<file path="src/rtl/assert_macros.svh">
// assertion macros used by the rtl top level to check its own logic
// each macro clocks on clk and is disabled while rst_n is low
`ifndef ASSERT_MACROS_SVH
`define ASSERT_MACROS_SVH

// implication or plain expression that must hold at every clock edge
`define ASSERT_CLK(label, prop, msg) \
  label: assert property (@(posedge clk) disable iff (!rst_n) prop) else $error(msg);

// expression that must never be true at a clock edge
`define ASSERT_NEVER(label, expr, msg) \
  label: assert property (@(posedge clk) disable iff (!rst_n) !(expr)) else $error(msg);

`endif

</file>
<file path="src/rtl/yccd_pkg.sv">
// shared constants, types and register codes of the 4:2:2 crop/decimate to rgb block
// no dependencies
`default_nettype none

package yccd_pkg;

  // largest source frame handled, larger settings are clamped
  localparam int MAX_WIDTH  = 4096;
  localparam int MAX_HEIGHT = 4096;

  // position counters and the wider compare path (pos + crop + step)
  localparam int POS_W = $clog2((MAX_WIDTH > MAX_HEIGHT) ? MAX_WIDTH : MAX_HEIGHT);
  localparam int CMP_W = POS_W + 4;

  // register file
  localparam int PADDR_W = 5;
  localparam int REG_W   = 32;
  localparam logic [2:0] REG_FRAME_WIDTH  = 3'd0;
  localparam logic [2:0] REG_FRAME_HEIGHT = 3'd1;
  localparam logic [2:0] REG_CROP_COLUMNS = 3'd2;
  localparam logic [2:0] REG_CROP_ROWS    = 3'd3;
  localparam logic [2:0] REG_PIXEL_STEP   = 3'd4;
  localparam logic [2:0] REG_FRAME_STEP   = 3'd5;
  localparam logic [2:0] REG_BYTE_ORDER   = 3'd6;

  // result queue
  localparam int FIFO_DEPTH = 8;
  localparam int PTR_W      = $clog2(FIFO_DEPTH);
  localparam int CNT_W      = $clog2(FIFO_DEPTH + 1);

  // bt.601 integer coefficients
  localparam int PROD_W   = 20;
  localparam int COEF_Y   = 298;
  localparam int COEF_VR  = 409;
  localparam int COEF_UG  = 100;
  localparam int COEF_VG  = 208;
  localparam int COEF_UB  = 516;
  localparam int ROUND    = 128;
  localparam int Y_OFS    = 16;
  localparam int C_OFS    = 128;

  // one pixel handed to a conversion lane
  typedef struct packed {
    logic       row_end;
    logic       image_end;
    logic [7:0] y;
    logic [7:0] u;
    logic [7:0] v;
  } lane_in_t;

  // one converted result word
  typedef struct packed {
    logic [7:0] red;
    logic [7:0] green;
    logic [7:0] blue;
    logic       row_end;
    logic       image_end;
  } pix_t;

endpackage

`default_nettype wire

</file>
<file path="src/rtl/yccd_rem.sv">
// iterative remainder unit, one quotient bit per cycle, used to realign decimation phase
// depends on yccd_pkg
`default_nettype none

module yccd_rem (
  input  logic                       clk,
  input  logic                       rst_n,
  input  logic                       start,
  input  logic [yccd_pkg::POS_W-1:0] dividend,
  input  logic [7:0]                 divisor,
  output logic                       done,
  output logic [7:0]                 rem_out
);
  import yccd_pkg::*;

  localparam int ITER_W = $clog2(POS_W + 1);

  logic [POS_W-1:0]  q_r;
  logic [7:0]        r_r;
  logic [ITER_W-1:0] iter_r;
  logic              run_r;
  logic              done_r;
  logic [8:0]        r_try;
  logic [8:0]        r_sub;

  // shift in the next dividend bit and subtract when it fits
  always_comb begin
    r_try = {r_r, q_r[POS_W-1]};
    r_sub = (r_try >= {1'b0, divisor}) ? (r_try - {1'b0, divisor}) : r_try;
  end

  // control
  always_ff @(posedge clk) begin
    if (!rst_n) begin
      run_r  <= 1'b0;
      done_r <= 1'b0;
      iter_r <= '0;
    end else if (start) begin
      run_r  <= 1'b1;
      done_r <= 1'b0;
      iter_r <= ITER_W'(POS_W);
    end else if (run_r) begin
      iter_r <= iter_r - ITER_W'(1);
      if (iter_r == ITER_W'(1)) begin
        run_r  <= 1'b0;
        done_r <= 1'b1;
      end
    end else begin
      done_r <= 1'b0;
    end
  end

  // datapath
  always_ff @(posedge clk) begin
    if (start) begin
      q_r <= dividend;
      r_r <= '0;
    end else if (run_r) begin
      q_r <= {q_r[POS_W-2:0], 1'b0};
      r_r <= r_sub[7:0];
    end
  end

  assign done    = done_r;
  assign rem_out = r_r;

endmodule

`default_nettype wire

</file>
<file path="src/rtl/yccd_lane.sv">
// one color conversion lane: bt.601 products, then sum, round and clamp
// depends on yccd_pkg
`default_nettype none

module yccd_lane (
  input  logic               clk,
  input  logic               rst_n,
  input  logic               in_pick,
  input  yccd_pkg::lane_in_t in_data,
  output logic               out_pick,
  output yccd_pkg::pix_t     out_pix
);
  import yccd_pkg::*;

  logic signed [9:0]        c_s;
  logic signed [9:0]        d_s;
  logic signed [9:0]        e_s;
  logic                     a_pick_r;
  logic                     a_row_end_r;
  logic                     a_image_end_r;
  logic signed [PROD_W-1:0] a_y_r;
  logic signed [PROD_W-1:0] a_vr_r;
  logic signed [PROD_W-1:0] a_ug_r;
  logic signed [PROD_W-1:0] a_vg_r;
  logic signed [PROD_W-1:0] a_ub_r;
  logic signed [PROD_W-1:0] r_t;
  logic signed [PROD_W-1:0] g_t;
  logic signed [PROD_W-1:0] b_t;
  logic                     b_pick_r;
  pix_t                     b_pix_r;

  // clamp a rounded sum to one byte after dropping the fraction
  function automatic logic [7:0] sat_byte(input logic signed [PROD_W-1:0] t);
    logic [7:0] res;
    if (t < 0) begin
      res = 8'd0;
    end else if (t[PROD_W-2:16] != '0) begin
      res = 8'd255;
    end else begin
      res = t[15:8];
    end
    return res;
  endfunction

  // remove offsets
  always_comb begin
    c_s = $signed({2'b00, in_data.y}) - 10'(Y_OFS);
    d_s = $signed({2'b00, in_data.u}) - 10'(C_OFS);
    e_s = $signed({2'b00, in_data.v}) - 10'(C_OFS);
  end

  // stage a: constant products
  always_ff @(posedge clk) begin
    if (!rst_n) begin
      a_pick_r <= 1'b0;
    end else begin
      a_pick_r <= in_pick;
    end
  end

  always_ff @(posedge clk) begin
    a_row_end_r   <= in_data.row_end;
    a_image_end_r <= in_data.image_end;
    a_y_r         <= PROD_W'(c_s) * PROD_W'(COEF_Y);
    a_vr_r        <= PROD_W'(e_s) * PROD_W'(COEF_VR);
    a_ug_r        <= PROD_W'(d_s) * PROD_W'(COEF_UG);
    a_vg_r        <= PROD_W'(e_s) * PROD_W'(COEF_VG);
    a_ub_r        <= PROD_W'(d_s) * PROD_W'(COEF_UB);
  end

  // stage b: sums with rounding
  always_comb begin
    r_t = a_y_r + a_vr_r + PROD_W'(ROUND);
    g_t = a_y_r - a_ug_r - a_vg_r + PROD_W'(ROUND);
    b_t = a_y_r + a_ub_r + PROD_W'(ROUND);
  end

  always_ff @(posedge clk) begin
    if (!rst_n) begin
      b_pick_r <= 1'b0;
    end else begin
      b_pick_r <= a_pick_r;
    end
  end

  always_ff @(posedge clk) begin
    b_pix_r.red       <= sat_byte(r_t);
    b_pix_r.green     <= sat_byte(g_t);
    b_pix_r.blue      <= sat_byte(b_t);
    b_pix_r.row_end   <= a_row_end_r;
    b_pix_r.image_end <= a_image_end_r;
  end

  assign out_pick = b_pick_r;
  assign out_pix  = b_pix_r;

endmodule

`default_nettype wire

</file>
<file path="src/rtl/yccd_merge.sv">
// merges the two lane outputs, left pixel first, into one result queue
// depends on yccd_pkg
`default_nettype none

module yccd_merge (
  input  logic                       clk,
  input  logic                       rst_n,
  input  logic                       push0,
  input  yccd_pkg::pix_t             pix0,
  input  logic                       push1,
  input  yccd_pkg::pix_t             pix1,
  output logic                       out_valid,
  input  logic                       out_ready,
  output yccd_pkg::pix_t             out_pix,
  output logic [yccd_pkg::CNT_W-1:0] count
);
  import yccd_pkg::*;

  pix_t             mem_r [FIFO_DEPTH];
  logic [PTR_W-1:0] wr_r;
  logic [PTR_W-1:0] rd_r;
  logic [CNT_W-1:0] cnt_r;
  logic [PTR_W-1:0] wr1;
  logic [1:0]       n_push;
  logic             pop;

  always_comb begin
    wr1    = wr_r + PTR_W'(push0);
    n_push = {1'b0, push0} + {1'b0, push1};
    pop    = out_valid & out_ready;
  end

  // queue storage, lane 0 lands ahead of lane 1
  always_ff @(posedge clk) begin
    if (push0) begin
      mem_r[wr_r] <= pix0;
    end
    if (push1) begin
      mem_r[wr1] <= pix1;
    end
  end

  // pointers and fill level
  always_ff @(posedge clk) begin
    if (!rst_n) begin
      wr_r  <= '0;
      rd_r  <= '0;
      cnt_r <= '0;
    end else begin
      wr_r  <= wr_r + PTR_W'(n_push);
      rd_r  <= rd_r + PTR_W'(pop);
      cnt_r <= cnt_r + CNT_W'(n_push) - CNT_W'(pop);
    end
  end

  assign out_valid = (cnt_r != '0);
  assign out_pix   = mem_r[rd_r];
  assign count     = cnt_r;

endmodule

`default_nettype wire

</file>
<file path="src/rtl/yuv422_crop_decimate_to_rgb.sv">
// top level: register file, frame/row/column tracking, pick logic, two lanes and merge
// depends on yccd_pkg, yccd_rem, yccd_lane, yccd_merge and assert_macros.svh
//
// Takes one packed 4:2:2 macropixel (UYVY or YUYV) per word and returns zero, one or two
// RGB888 words, left pixel first, for the pixels kept after frame skipping, border crop
// and decimation. An input word is taken every clock while the result queue has room
// and no realignment runs; one result leaves per clock while out_ready is high, so with
// pixel_step at one inside a used frame the output port limits the input rate, otherwise
// one word per clock. From input to the first result a word passes the pick register, the
// product stage, the sum/clamp stage and the result queue. Each register write realigns
// the decimation phase with a 12-step remainder unit run twice, with in_ready held low.
`default_nettype none
`include "assert_macros.svh"

module yuv422_crop_decimate_to_rgb (
  input  logic                         clk,
  input  logic                         rst_n,
  // register port
  input  logic                         psel,
  input  logic                         penable,
  input  logic                         pwrite,
  input  logic [yccd_pkg::PADDR_W-1:0] paddr,
  input  logic [yccd_pkg::REG_W-1:0]   pwdata,
  output logic [yccd_pkg::REG_W-1:0]   prdata,
  output logic                         pready,
  // macropixel input
  input  logic                         in_valid,
  output logic                         in_ready,
  input  logic [7:0]                   in_byte_zero,
  input  logic [7:0]                   in_byte_one,
  input  logic [7:0]                   in_byte_two,
  input  logic [7:0]                   in_byte_three,
  input  logic                         in_frame_last,
  // rgb output
  output logic                         out_valid,
  input  logic                         out_ready,
  output logic [7:0]                   out_red,
  output logic [7:0]                   out_green,
  output logic [7:0]                   out_blue,
  output logic                         out_row_end,
  output logic                         out_image_end
);
  import yccd_pkg::*;

  localparam logic [1:0] RS_IDLE = 2'd0;
  localparam logic [1:0] RS_LOAD = 2'd1;
  localparam logic [1:0] RS_ROW  = 2'd2;
  localparam logic [1:0] RS_COL  = 2'd3;
  localparam int         CRED_W  = CNT_W + 1;

  // registers
  logic [12:0]      fw_r;
  logic [12:0]      fh_r;
  logic [10:0]      cc_r;
  logic [10:0]      cr_r;
  logic [7:0]       ps_r;
  logic [7:0]       fs_r;
  logic             bo_r;
  logic             cfg_wr;
  logic [2:0]       reg_idx;

  // tracking state
  logic [POS_W-1:0] col_pos_r;
  logic [POS_W-1:0] row_pos_r;
  logic [CMP_W-1:0] nc_r;
  logic [CMP_W-1:0] nr_r;
  logic [7:0]       fc_r;
  logic             taken_r;
  logic [1:0]       rs_state_r;
  logic [1:0]       rs_state_nxt;

  // derived values
  logic [7:0]       dstep;
  logic [7:0]       fstep;
  logic [CMP_W-1:0] d_w;
  logic [CMP_W-1:0] w_eff;
  logic [CMP_W-1:0] h_eff;
  logic [CMP_W-1:0] crc_w;
  logic [CMP_W-1:0] crr_w;
  logic [CMP_W-1:0] first_c;
  logic [CMP_W-1:0] first_r;
  logic [CMP_W-1:0] p0;
  logic [CMP_W-1:0] p1;
  logic [CMP_W-1:0] rw;
  logic             m0;
  logic             m1;
  logic             in0;
  logic             in1;
  logic             last0;
  logic             last1;
  logic             row_hit;
  logic             row_last;
  logic             frame_start;
  logic [7:0]       fc_inc;
  logic             take;
  logic             taken_now;
  logic             pick0;
  logic             pick1;
  logic [CMP_W-1:0] nc_adv;
  logic [CMP_W-1:0] col_sum;
  logic [CMP_W-1:0] row_sum;
  logic             col_wrap;
  logic             row_wrap;
  logic             frame_done;
  logic [POS_W-1:0] col_pos_nxt;
  logic [POS_W-1:0] row_pos_nxt;
  logic [CMP_W-1:0] nc_nxt;
  logic [CMP_W-1:0] nr_nxt;
  logic [7:0]       fc_nxt;
  logic             accept;
  logic             busy;

  // phase realignment
  logic             row_ge;
  logic             col_ge;
  logic [POS_W-1:0] row_x;
  logic [POS_W-1:0] col_x;
  logic             rem_start;
  logic [POS_W-1:0] rem_x;
  logic             rem_done;
  logic [7:0]       rem_val;
  logic [CMP_W-1:0] adj;

  // pick stage and credit
  logic             s1_pick0_r;
  logic             s1_pick1_r;
  lane_in_t         s1_lane0_r;
  lane_in_t         s1_lane1_r;
  logic [1:0]       pend_a_r;
  logic [1:0]       pend_b_r;
  logic [1:0]       pend_s1;
  logic [CRED_W-1:0] credit_need;

  // lane outputs and queue
  logic             l0_pick;
  logic             l1_pick;
  pix_t             l0_pix;
  pix_t             l1_pix;
  pix_t             head_pix;
  logic [CNT_W-1:0] fifo_cnt;

  // register port decode
  assign cfg_wr  = psel & penable & pwrite & pready;
  assign reg_idx = paddr[PADDR_W-1:2];
  assign pready  = 1'b1;

  always_ff @(posedge clk) begin
    if (!rst_n) begin
      fw_r <= 13'd640;
      fh_r <= 13'd480;
      cc_r <= '0;
      cr_r <= '0;
      ps_r <= 8'd1;
      fs_r <= 8'd1;
      bo_r <= 1'b0;
    end else if (cfg_wr) begin
      unique case (reg_idx)
        REG_FRAME_WIDTH:  fw_r <= pwdata[12:0];
        REG_FRAME_HEIGHT: fh_r <= pwdata[12:0];
        REG_CROP_COLUMNS: cc_r <= pwdata[10:0];
        REG_CROP_ROWS:    cr_r <= pwdata[10:0];
        REG_PIXEL_STEP:   ps_r <= pwdata[7:0];
        REG_FRAME_STEP:   fs_r <= pwdata[7:0];
        REG_BYTE_ORDER:   bo_r <= pwdata[0];
        default: ;
      endcase
    end
  end

  // register readback
  always_comb begin
    unique case (reg_idx)
      REG_FRAME_WIDTH:  prdata = REG_W'(fw_r);
      REG_FRAME_HEIGHT: prdata = REG_W'(fh_r);
      REG_CROP_COLUMNS: prdata = REG_W'(cc_r);
      REG_CROP_ROWS:    prdata = REG_W'(cr_r);
      REG_PIXEL_STEP:   prdata = REG_W'(ps_r);
      REG_FRAME_STEP:   prdata = REG_W'(fs_r);
      REG_BYTE_ORDER:   prdata = REG_W'(bo_r);
      default:          prdata = '0;
    endcase
  end

  // effective settings: zero steps act as one, oversized frames are clamped
  always_comb begin
    dstep   = (ps_r == 8'd0) ? 8'd1 : ps_r;
    fstep   = (fs_r == 8'd0) ? 8'd1 : fs_r;
    d_w     = CMP_W'(dstep);
    w_eff   = (CMP_W'(fw_r) > CMP_W'(MAX_WIDTH)) ? CMP_W'(MAX_WIDTH) : CMP_W'(fw_r);
    h_eff   = (CMP_W'(fh_r) > CMP_W'(MAX_HEIGHT)) ? CMP_W'(MAX_HEIGHT) : CMP_W'(fh_r);
    crc_w   = CMP_W'(cc_r);
    crr_w   = CMP_W'(cr_r);
    first_c = crc_w + CMP_W'(dstep[7:1]);
    first_r = crr_w + CMP_W'(dstep[7:1]);
  end

  // pick decision for the two pixels of the current word
  always_comb begin
    p0       = CMP_W'(col_pos_r);
    p1       = p0 + CMP_W'(1);
    rw       = CMP_W'(row_pos_r);
    m0       = (p0 == nc_r);
    m1       = (p1 == nc_r) | (m0 & (dstep == 8'd1));
    in0      = (p0 + crc_w) < w_eff;
    in1      = (p1 + crc_w) < w_eff;
    last0    = (p0 + d_w + crc_w) >= w_eff;
    last1    = (p1 + d_w + crc_w) >= w_eff;
    row_hit  = (rw == nr_r) & ((rw + crr_w) < h_eff);
    row_last = (rw + d_w + crr_w) >= h_eff;

    frame_start = (col_pos_r == '0) & (row_pos_r == '0);
    fc_inc      = fc_r + 8'd1;
    take        = fc_inc >= fstep;
    taken_now   = frame_start ? take : taken_r;
    fc_nxt      = frame_start ? (take ? 8'd0 : fc_inc) : fc_r;

    pick0 = taken_now & row_hit & m0 & in0;
    pick1 = taken_now & row_hit & m1 & in1;
  end

  // position advance and phase tracking
  always_comb begin
    nc_adv     = (m0 & m1) ? (nc_r + CMP_W'(2)) : ((m0 | m1) ? (nc_r + d_w) : nc_r);
    col_sum    = p0 + CMP_W'(2);
    row_sum    = rw + CMP_W'(1);
    col_wrap   = col_sum >= w_eff;
    row_wrap   = row_sum >= h_eff;
    frame_done = in_frame_last | (col_wrap & row_wrap);

    col_pos_nxt = (frame_done | col_wrap) ? '0 : col_sum[POS_W-1:0];
    row_pos_nxt = frame_done ? '0 : (col_wrap ? row_sum[POS_W-1:0] : row_pos_r);
    nc_nxt      = (frame_done | col_wrap) ? first_c : nc_adv;
    nr_nxt      = frame_done ? first_r : ((col_wrap & (rw == nr_r)) ? (nr_r + d_w) : nr_r);
  end

  // realignment operands: distance past the first kept position
  always_comb begin
    row_ge    = rw >= first_r;
    col_ge    = p0 >= first_c;
    row_x     = row_ge ? POS_W'(rw - first_r) : '0;
    col_x     = col_ge ? POS_W'(p0 - first_c) : '0;
    rem_start = (rs_state_r == RS_LOAD) | ((rs_state_r == RS_ROW) & rem_done);
    rem_x     = (rs_state_r == RS_LOAD) ? row_x : col_x;
    adj       = (rem_val == 8'd0) ? '0 : (d_w - CMP_W'(rem_val));
  end

  yccd_rem u_rem (
    .clk      (clk),
    .rst_n    (rst_n),
    .start    (rem_start),
    .dividend (rem_x),
    .divisor  (dstep),
    .done     (rem_done),
    .rem_out  (rem_val)
  );

  // realignment sequencer, restarted by every register write
  always_comb begin
    rs_state_nxt = rs_state_r;
    if (cfg_wr) begin
      rs_state_nxt = RS_LOAD;
    end else begin
      unique case (rs_state_r)
        RS_IDLE: rs_state_nxt = RS_IDLE;
        RS_LOAD: rs_state_nxt = RS_ROW;
        RS_ROW:  rs_state_nxt = rem_done ? RS_COL : RS_ROW;
        RS_COL:  rs_state_nxt = rem_done ? RS_IDLE : RS_COL;
        default: rs_state_nxt = RS_IDLE;
      endcase
    end
  end

  assign busy = (rs_state_r != RS_IDLE);

  // input flow control: no realignment running and room in the queue for everything in flight plus two
  always_comb begin
    pend_s1     = {1'b0, s1_pick0_r} + {1'b0, s1_pick1_r};
    credit_need = CRED_W'(fifo_cnt) + CRED_W'(pend_s1) + CRED_W'(pend_a_r)
                + CRED_W'(pend_b_r) + CRED_W'(2);
    in_ready    = !busy && (credit_need <= CRED_W'(FIFO_DEPTH));
    accept      = in_valid & in_ready;
  end

  // tracking state
  always_ff @(posedge clk) begin
    if (!rst_n) begin
      rs_state_r <= RS_IDLE;
      col_pos_r  <= '0;
      row_pos_r  <= '0;
      nc_r       <= '0;
      nr_r       <= '0;
      fc_r       <= '0;
      taken_r    <= 1'b0;
    end else begin
      rs_state_r <= rs_state_nxt;
      if (accept) begin
        col_pos_r <= col_pos_nxt;
        row_pos_r <= row_pos_nxt;
        nc_r      <= nc_nxt;
        nr_r      <= nr_nxt;
        fc_r      <= fc_nxt;
        taken_r   <= taken_now;
      end else if (!cfg_wr && rem_done && (rs_state_r == RS_ROW)) begin
        nr_r <= row_ge ? (rw + adj) : first_r;
      end else if (!cfg_wr && rem_done && (rs_state_r == RS_COL)) begin
        nc_r <= col_ge ? (p0 + adj) : first_c;
      end
    end
  end

  // pick stage
  always_ff @(posedge clk) begin
    if (!rst_n) begin
      s1_pick0_r <= 1'b0;
      s1_pick1_r <= 1'b0;
      pend_a_r   <= '0;
      pend_b_r   <= '0;
    end else begin
      s1_pick0_r <= accept & pick0;
      s1_pick1_r <= accept & pick1;
      pend_a_r   <= pend_s1;
      pend_b_r   <= pend_a_r;
    end
  end

  always_ff @(posedge clk) begin
    if (accept) begin
      s1_lane0_r.row_end   <= last0;
      s1_lane0_r.image_end <= last0 & row_last;
      s1_lane0_r.y         <= bo_r ? in_byte_zero : in_byte_one;
      s1_lane0_r.u         <= bo_r ? in_byte_one : in_byte_zero;
      s1_lane0_r.v         <= bo_r ? in_byte_three : in_byte_two;
      s1_lane1_r.row_end   <= last1;
      s1_lane1_r.image_end <= last1 & row_last;
      s1_lane1_r.y         <= bo_r ? in_byte_two : in_byte_three;
      s1_lane1_r.u         <= bo_r ? in_byte_one : in_byte_zero;
      s1_lane1_r.v         <= bo_r ? in_byte_three : in_byte_two;
    end
  end

  // conversion lanes, left and right pixel
  yccd_lane u_lane0 (
    .clk      (clk),
    .rst_n    (rst_n),
    .in_pick  (s1_pick0_r),
    .in_data  (s1_lane0_r),
    .out_pick (l0_pick),
    .out_pix  (l0_pix)
  );

  yccd_lane u_lane1 (
    .clk      (clk),
    .rst_n    (rst_n),
    .in_pick  (s1_pick1_r),
    .in_data  (s1_lane1_r),
    .out_pick (l1_pick),
    .out_pix  (l1_pix)
  );

  // result queue
  yccd_merge u_merge (
    .clk       (clk),
    .rst_n     (rst_n),
    .push0     (l0_pick),
    .pix0      (l0_pix),
    .push1     (l1_pick),
    .pix1      (l1_pix),
    .out_valid (out_valid),
    .out_ready (out_ready),
    .out_pix   (head_pix),
    .count     (fifo_cnt)
  );

  assign out_red       = head_pix.red;
  assign out_green     = head_pix.green;
  assign out_blue      = head_pix.blue;
  assign out_row_end   = head_pix.row_end;
  assign out_image_end = head_pix.image_end;

  // checks
  `ASSERT_CLK(a_fifo_bound, fifo_cnt <= CNT_W'(FIFO_DEPTH), "result queue overflow")
  `ASSERT_CLK(a_wr_blocks_in, cfg_wr |=> !in_ready, "word taken right after a register write")
  `ASSERT_CLK(a_two_picks, (s1_pick0_r && s1_pick1_r) |-> (dstep == 8'd1), "two picks with step above one")
  `ASSERT_CLK(a_col_phase, !busy |-> (nc_r >= p0), "next kept column behind current column")

endmodule

`default_nettype wire

</file>
<file path="config.mk">
export PLATFORM = sky130hd
export DESIGN_NAME = yuv422_crop_decimate_to_rgb
export DESIGN_NICKNAME = d
export VERILOG_FILES = /design/src/rtl/yccd_pkg.sv /design/src/rtl/yccd_rem.sv /design/src/rtl/yccd_lane.sv /design/src/rtl/yccd_merge.sv /design/src/rtl/yuv422_crop_decimate_to_rgb.sv
export VERILOG_INCLUDE_DIRS = /design/src /design/src/rtl
export SDC_FILE = /design/constraint.sdc
export NUM_CORES = 2
export LEC_CHECK = 0
export BUFFER_PORTS_ARGS = -buffer_cell sky130_fd_sc_hd__buf_2
export CELL_PAD_IN_SITES_DETAIL_PLACEMENT = 0
export CELL_PAD_IN_SITES_GLOBAL_PLACEMENT = 1
export CORE_ASPECT_RATIO = 0.7
export CORE_MARGIN = 2
export CORE_UTILIZATION = 45
export CTS_BUF_LIST = sky130_fd_sc_hd__clkbuf_4 sky130_fd_sc_hd__clkbuf_8
export DETAILED_ROUTE_END_ITERATION = 10
export GPL_ROUTABILITY_DRIVEN = 0
export PLACE_DENSITY = 0.84
export SETUP_SLACK_MARGIN = 0.15
export SLEW_MARGIN = 10
export SYNTH_ARGS = -nofsm -noshare
export SYNTH_HDL_FRONTEND = slang
export SYNTH_HIERARCHICAL = 1
export SYNTH_SLANG_ARGS = --single-unit
</file>
<file path="constraint.sdc">
create_clock -name clk -period 11.4 [get_ports clk]
set_input_delay 2.85 -clock clk [delete_from_list [all_inputs] [get_ports clk]]
set_output_delay 2.85 -clock clk [all_outputs]
set_load 0.03 [all_outputs]
</file>
* Word level (Yosys, flattened, before mapping)
Memory sizes are Yosys's and may differ from the RTL's. A register that Yosys moved wholly into a read port is not among the register bits. Cells that the tools add are included.
Word-level totals: bits in read-only memories 0, bits of input ports 77, bits in latches 0, output and inout port bits 61, memory bits (writable) 208, memories 1, bits in registers 380, word-level logic and storage cells 278
Cells by class: shifts and indexed selects 0, reduce and logical (&&, ||, !) cells 39, multiplexer cells 53, order comparisons 21, multiply operators 6, bitwise gates (word level) 27, div/mod/pow operators 0, equality and inequality tests 17, add/subtract/negate cells 54
Memories:
- u_merge.mem_r | words 8, width 26, rd ports 1, clocked after Yosys merged registers in 1, wr ports 2, RTL line yccd_merge.sv:19 | pix_t mem_r [FIFO_DEPTH];
Operator list (count):
- 16-bit two-way mux | 13
- 20-bit by 9-bit adder with 20-bit output, second input constant | 6
- 20-bit by 1-bit < comparator with 1-bit output, second input constant | 6
- 8-bit two-way mux | 14
- 12-bit two-way mux | 8
- 13-bit one-hot mux with 7 select lines | 1
- 20-bit adder | 4
- 20-bit subtractor | 4
- 9-bit by 9-bit multiplier with 18-bit output, second input constant | 3
- 13-bit by 11-bit adder with 14-bit output | 3
- 12-bit by 16-bit adder with 16-bit output | 2
- 16-bit by 8-bit adder with 16-bit output | 2
- 12-bit by 16-bit equality test with 1-bit output | 2
- 14-bit by 13-bit greater-or-equal comparator with 1-bit output | 2
- 12-bit by 1-bit adder with 13-bit output, second input constant | 2
- 12-bit by 11-bit adder with 13-bit output | 2
- 12-bit by 8-bit adder with 13-bit output | 2
- 13-bit greater-or-equal comparator | 2
- 13-bit > comparator, second input constant | 2
- 13-bit < comparator | 2
- 13-bit two-way mux | 2
- 11-bit by 7-bit adder with 12-bit output | 2
- 12-bit greater-or-equal comparator | 2
- 12-bit logical NOT | 2
- 58 further kinds | 127

* Depth between registers and ports, before layout
word-level depth 10, depth in mapped cells 23, mapped depth without buffers 23

* Hierarchy
The synthesis kept the hierarchy.
By module, submodules not included:
- yuv422_crop_decimate_to_rgb | seq. area each 3823.7 um2, cells an instance 2251, area each 18721.7 um2, times used 1
- yccd_merge | seq. area each 6446.2 um2, cells an instance 609, area each 10978.0 um2, times used 1
- yccd_lane at u_lane0 | seq. area each 2182.1 um2, cells an instance 1027, area each 9939.5 um2, times used 1
- yccd_lane at u_lane1 | seq. area each 2182.1 um2, cells an instance 1008, area each 9771.9 um2, times used 1
- yccd_rem | seq. area each 640.6 um2, cells an instance 158, area each 1576.5 um2, times used 1

* Worst setup path after synthesis
OpenSTA, ideal clock, no wires.
kind input -> output, start input paddr[3] (netlist name), end output prdata[0] (netlist name), stages on the path 5, slack 4.091 ns, data required time 8.550 ns, arrival time 4.459 ns, path buffers 2, cells stage by stage clkbuf_1 -> clkbuf_1 -> nor2b_1 -> a21oi_1 -> o21ai_0
On the way: cells in the longest elaborated chain, start to end 2, elaborated cells on any way between the ends 8, classes of those cells 6 x eq/ne; 1 x mux; 1 x reduce/logical
RTL lines:
- start, declared | RTL line yuv422_crop_decimate_to_rgb.sv:22 | input logic [yccd_pkg::PADDR_W-1:0] paddr,
- 3-bit equality test, or another cell as far along | RTL line yuv422_crop_decimate_to_rgb.sv:172 | unique case (reg_idx)
- 13-bit one-hot mux with 7 select lines * | RTL line yuv422_crop_decimate_to_rgb.sv:172
- end, declared | RTL line yuv422_crop_decimate_to_rgb.sv:24 | output logic [yccd_pkg::REG_W-1:0] prdata,
Every way passes the cells marked *; elsewhere a longest branch is shown, timed or not.

* Final worst setup path
start register s1_pick0_r, end output in_ready
On the way: cells in the longest elaborated chain, start to end 7
RTL lines:
- start, declared | RTL line yuv422_crop_decimate_to_rgb.sv:125 | logic s1_pick0_r;
- start signal, assigned | RTL line yuv422_crop_decimate_to_rgb.sv:319 | s1_pick0_r <= accept & pick0;
- 1-bit by 1-bit adder with 2-bit output | RTL line yuv422_crop_decimate_to_rgb.sv:277 | pend_s1 = {1'b0, s1_pick0_r} + {1'b0, s1_pick1_r};
- via pend_s1[0] | RTL line yuv422_crop_decimate_to_rgb.sv:131 | logic [1:0] pend_s1;
- 4-bit by 2-bit adder with 5-bit output | RTL line yuv422_crop_decimate_to_rgb.sv:278 | credit_need = CRED_W'(fifo_cnt) + CRED_W'(pend_s1) + CRED_W'(pend_a_r)
- 5-bit by 2-bit adder with 5-bit output | RTL line yuv422_crop_decimate_to_rgb.sv:278
- 5-bit by 2-bit adder with 5-bit output (2 in series) | RTL line yuv422_crop_decimate_to_rgb.sv:279 | + CRED_W'(pend_b_r) + CRED_W'(2);
- 5-bit by 4-bit <= comparator with 1-bit output | RTL line yuv422_crop_decimate_to_rgb.sv:280 | in_ready = !busy && (credit_need <= CRED_W'(FIFO_DEPTH));
- 1-bit logical AND | RTL line yuv422_crop_decimate_to_rgb.sv:280
- end, declared | RTL line yuv422_crop_decimate_to_rgb.sv:28 | output logic in_ready,
The timed path passes the listed nets, and every way through them passes these cells.

==> impl_metrics.env <==
export IMPL_run_status="complete, no violations"
export IMPL_finalWirelength_mm=136.7
export IMPL_final_seq_area_um2=15280
export IMPL_drt_iter0_markers=3362
export IMPL_worstMarginPinSlew_ps=1094
export IMPL_worstSetupEndpointType="primary output"
export IMPL_vdd_drop_max_v=0.0003885
export IMPL_cts_repair_timing_setup_buffer_count=0
export IMPL_setup_tns_final_ps=0
export IMPL_synth_ff_latch_count=635
export IMPL_cp_arrival_ps=4400
export IMPL_area_delta_synth_final_pct=9.239
export IMPL_placeableCoreArea_um2=112500
export IMPL_grtUsageTotal_pct=23.43
export IMPL_synth_area_um2=50990
export IMPL_yosys_top_cells_area="ha_1 20%, edfxtp_1 15%, dfxtp_1 15%"
export IMPL_drcViolationCount=0
export IMPL_cts_resized_gates=0
export IMPL_layout_core_utilization_pct=49.51
export IMPL_setup_viol=0
export IMPL_post_synth_top_area_fraction_pct=19.85
export IMPL_numPortBuffers=96
export IMPL_final_hold_worst_slack_ps=323.0
export IMPL_finalMaxSlewViolations=0
export IMPL_timing_hold_violations_final=0
export IMPL_synth_edff_count=256
export IMPL_ctsHtreeMaxLevel=3
export IMPL_top_cell_type_by_total_area_after_synthesis="ha_1"
export IMPL_cts_buffers=104
export IMPL_area_of_the_multi_input_gates_um2=33050
export IMPL_layout_setup_ws_ps=4151
export IMPL_leakage_power_summed_over_all_cells_nw=24.56
export IMPL_fmax_ghz=0.1380
export IMPL_clock_latency_ps=860
export IMPL_floorplan_die_width_um=406.3
export IMPL_starting_density_of_the_core_pct=45.32
export IMPL_root_buffer="clkbuf_8"
export IMPL_floorplan_io_pins=138
export IMPL_syn_inst=5053
export IMPL_yosysSeqAreaShare_pct=29.96
export IMPL_grt_start_max_net_pins=80
export IMPL_synth_async_reset_ratio_pct=0
export IMPL_floorplan_die_area_um2=116100
export IMPL_die_height_um=285.6
export IMPL_syn_area_per_cell_um2=10.09
export IMPL_setup_crit_start_kind="flop"
export IMPL_crit_fanout=3
export IMPL_clkTransAtPathRegs_ps=70
export IMPL_ctsHoldBuffers=0
export IMPL_tritoncts="done"
export IMPL_grt_pass1_wl_mm=211.5
export IMPL_cts_path_max_buffers=3
export IMPL_hold_class="flop to flop"
export IMPL_ys_warnings_count=6
export IMPL_power_density_nw_per_um2=303.4
export IMPL_routed_via_density=5.580
export IMPL_final_period_utilization_pct=63.58
export IMPL_flop_to_flop_setup_slack_ps=4870
export IMPL_detailed_place_hpwl_mm=101.9
export IMPL_required_arrival_time_at_the_worst_endpoint_ps=8550
export IMPL_synth_commonest_cells="809 x ha_1, 547 x inv_1, 379 x dfxtp_1"
export IMPL_place_worst_setup_slack_ps=4269
export IMPL_place_detailed_instances=6584
export IMPL_first_global_vias=36728
export IMPL_grt_antenna_before_repair=18
export IMPL_final_net_count=6210
export IMPL_drtPass1Iterations=5
export IMPL_rsz0062_at_grt="false"
export IMPL_timing_worst_setup_path_type="flop to primary output"
export IMPL_globalRoute_totalOverflow=0
export IMPL_period_needed_ps=7249
export IMPL_layoutNonFillerInstCount=6783
export IMPL_detail_route_antenna_nets=0
export IMPL_fin_worst_skew_ps=82.66
export IMPL_ys_dominant_reg_cell="dfxtp_1"
export IMPL_post_drt_wl_per_cell_um=20.15
export IMPL_via_count=37847
export IMPL_slew_headroom_pct=26.47
export IMPL_ys_types=115
export IMPL_placement_rows=103
export IMPL_synth_most_common_cell="ha_1"
export IMPL_fillerInstances=10226
export IMPL_post_route_cells_drive_above_1_share_pct=15.04
export IMPL_clock_sinks=635
export IMPL_cap_violations=0
-- report_power, final --
group / switching (mW) / internal, mW / total [mW]
Combinational: 6.47 / 4.47 / 10.9
Sequential: 0.526 / 3.02 / 3.54
Clock: 1.04 / 1.38 / 2.42
-- cell type report --
| class | count | share of cell area, % |
|---|---|---|
| antenna | 2 | 0.008986 |
| clock buffer | 161 | 3.619 |
| clock inverter | 36 | 0.9502 |
| inverter | 550 | 3.709 |
| multi-input combinational | 3732 | 59.33 |
| sequential | 635 | 27.44 |
| tap | 1522 | 3.419 |
| timing repair buffer | 145 | 1.523 |
-- flip-flops by register name, indices dropped and copies added (netlist names), 19 cells and up --
signal and cells:
u_lane0/out_pix 26, u_lane1/a_vr_r 19, u_lane0/a_vr_r 19, u_merge/mem_r 208, s1_lane1_r 26, u_lane1/out_pix 26
-- path summary, 6_finish.rpt --
kind / from / end / cells past startpoint
setup / recovery: s1_pick0_r$_SDFF_PN0_ / in_ready / 13
hold / removal: u_lane0/a_row_end_r$_DFF_P_ / u_lane0/out_pix[1]$_DFF_P_ / 0
setup reg to reg: ps_r[2]$_SDFFE_PN0P_ / nc_r[10]$_SDFFE_PN0P_ / 22
hold reg to reg: u_lane0/a_row_end_r$_DFF_P_ / u_lane0/out_pix[1]$_DFF_P_ / 0
-- cells in the final DEF (no fill, tap or decap), types with 29 or more instances in the layout --
master / count
ha_1: 809
inv_1: 547
dfxtp_1: 376
a21oi_1: 307
mux2_2: 281
nand2_1: 271
edfxtp_1: 256
nor2_1: 238
xnor2_1: 212
o21ai_0: 158
fa_1: 156
clkbuf_8: 129
xor2_1: 110
buf_2: 96
nor3_1: 84
nand3_1: 83
a21o_1: 80
o21a_1: 70
nor2b_1: 60
mux4_2: 58
mux2i_1: 55
o21bai_1: 53
buf_4: 49
nand4_1: 41
nand2b_1: 38
o211ai_1: 32
clkbuf_4: 32
or3_1: 31
a211oi_1: 30
a31oi_1: 29
-- worst max-delay path, stage by stage (launching register included) --
cell and delay (ps):
dfxtp_1 310, ha_1 330, fa_1 500, inv_1 60
fa_1 430, inv_1 70, ha_1 180, inv_1 70
fa_1 460, nor2b_1 170, a221o_1 240, nand2_1 70
a211oi_1 420, buf_2 280
-- stage by stage --
| stage | area [um^2] | total power [mW] |
|---|---|---|
| 2_1_floorplan | 51060 | 11.31 |
| 3_3_place_gp | 53150 | 13.98 |
| 3_5_place_dp | 53150 | 14.23 |
| 4_1_cts | 55690 | 16.77 |
| 5_1_grt | 55700 | 18.40 |
| 6_report | 55700 | 16.90 |
-- routing by layer --
layer / routed length [um] / vias up / GRT usage, % / share of wire [%]
met5: 45 / - / 0 / 0.033
met4: 2633 / 6 / 5.530 / 1.9
met3: 13540 / 182 / 7.173 / 9.9
met2: 54210 / 1220 / 32.27 / 40
met1: 66280 / 18095 / 35.28 / 48
li1: - / 18344 / - / -
-- logic make-up after synthesis --
kind of cell    synth area share [%]
buf+inv                        5.541
other cells                  0.01473
flops                          29.96
xor+xnor                       5.595
simple gates                   9.951
fa+ha+maj                      25.98
mux                            9.848
compound gates                 13.12
(Power assumes the default switching activity.)
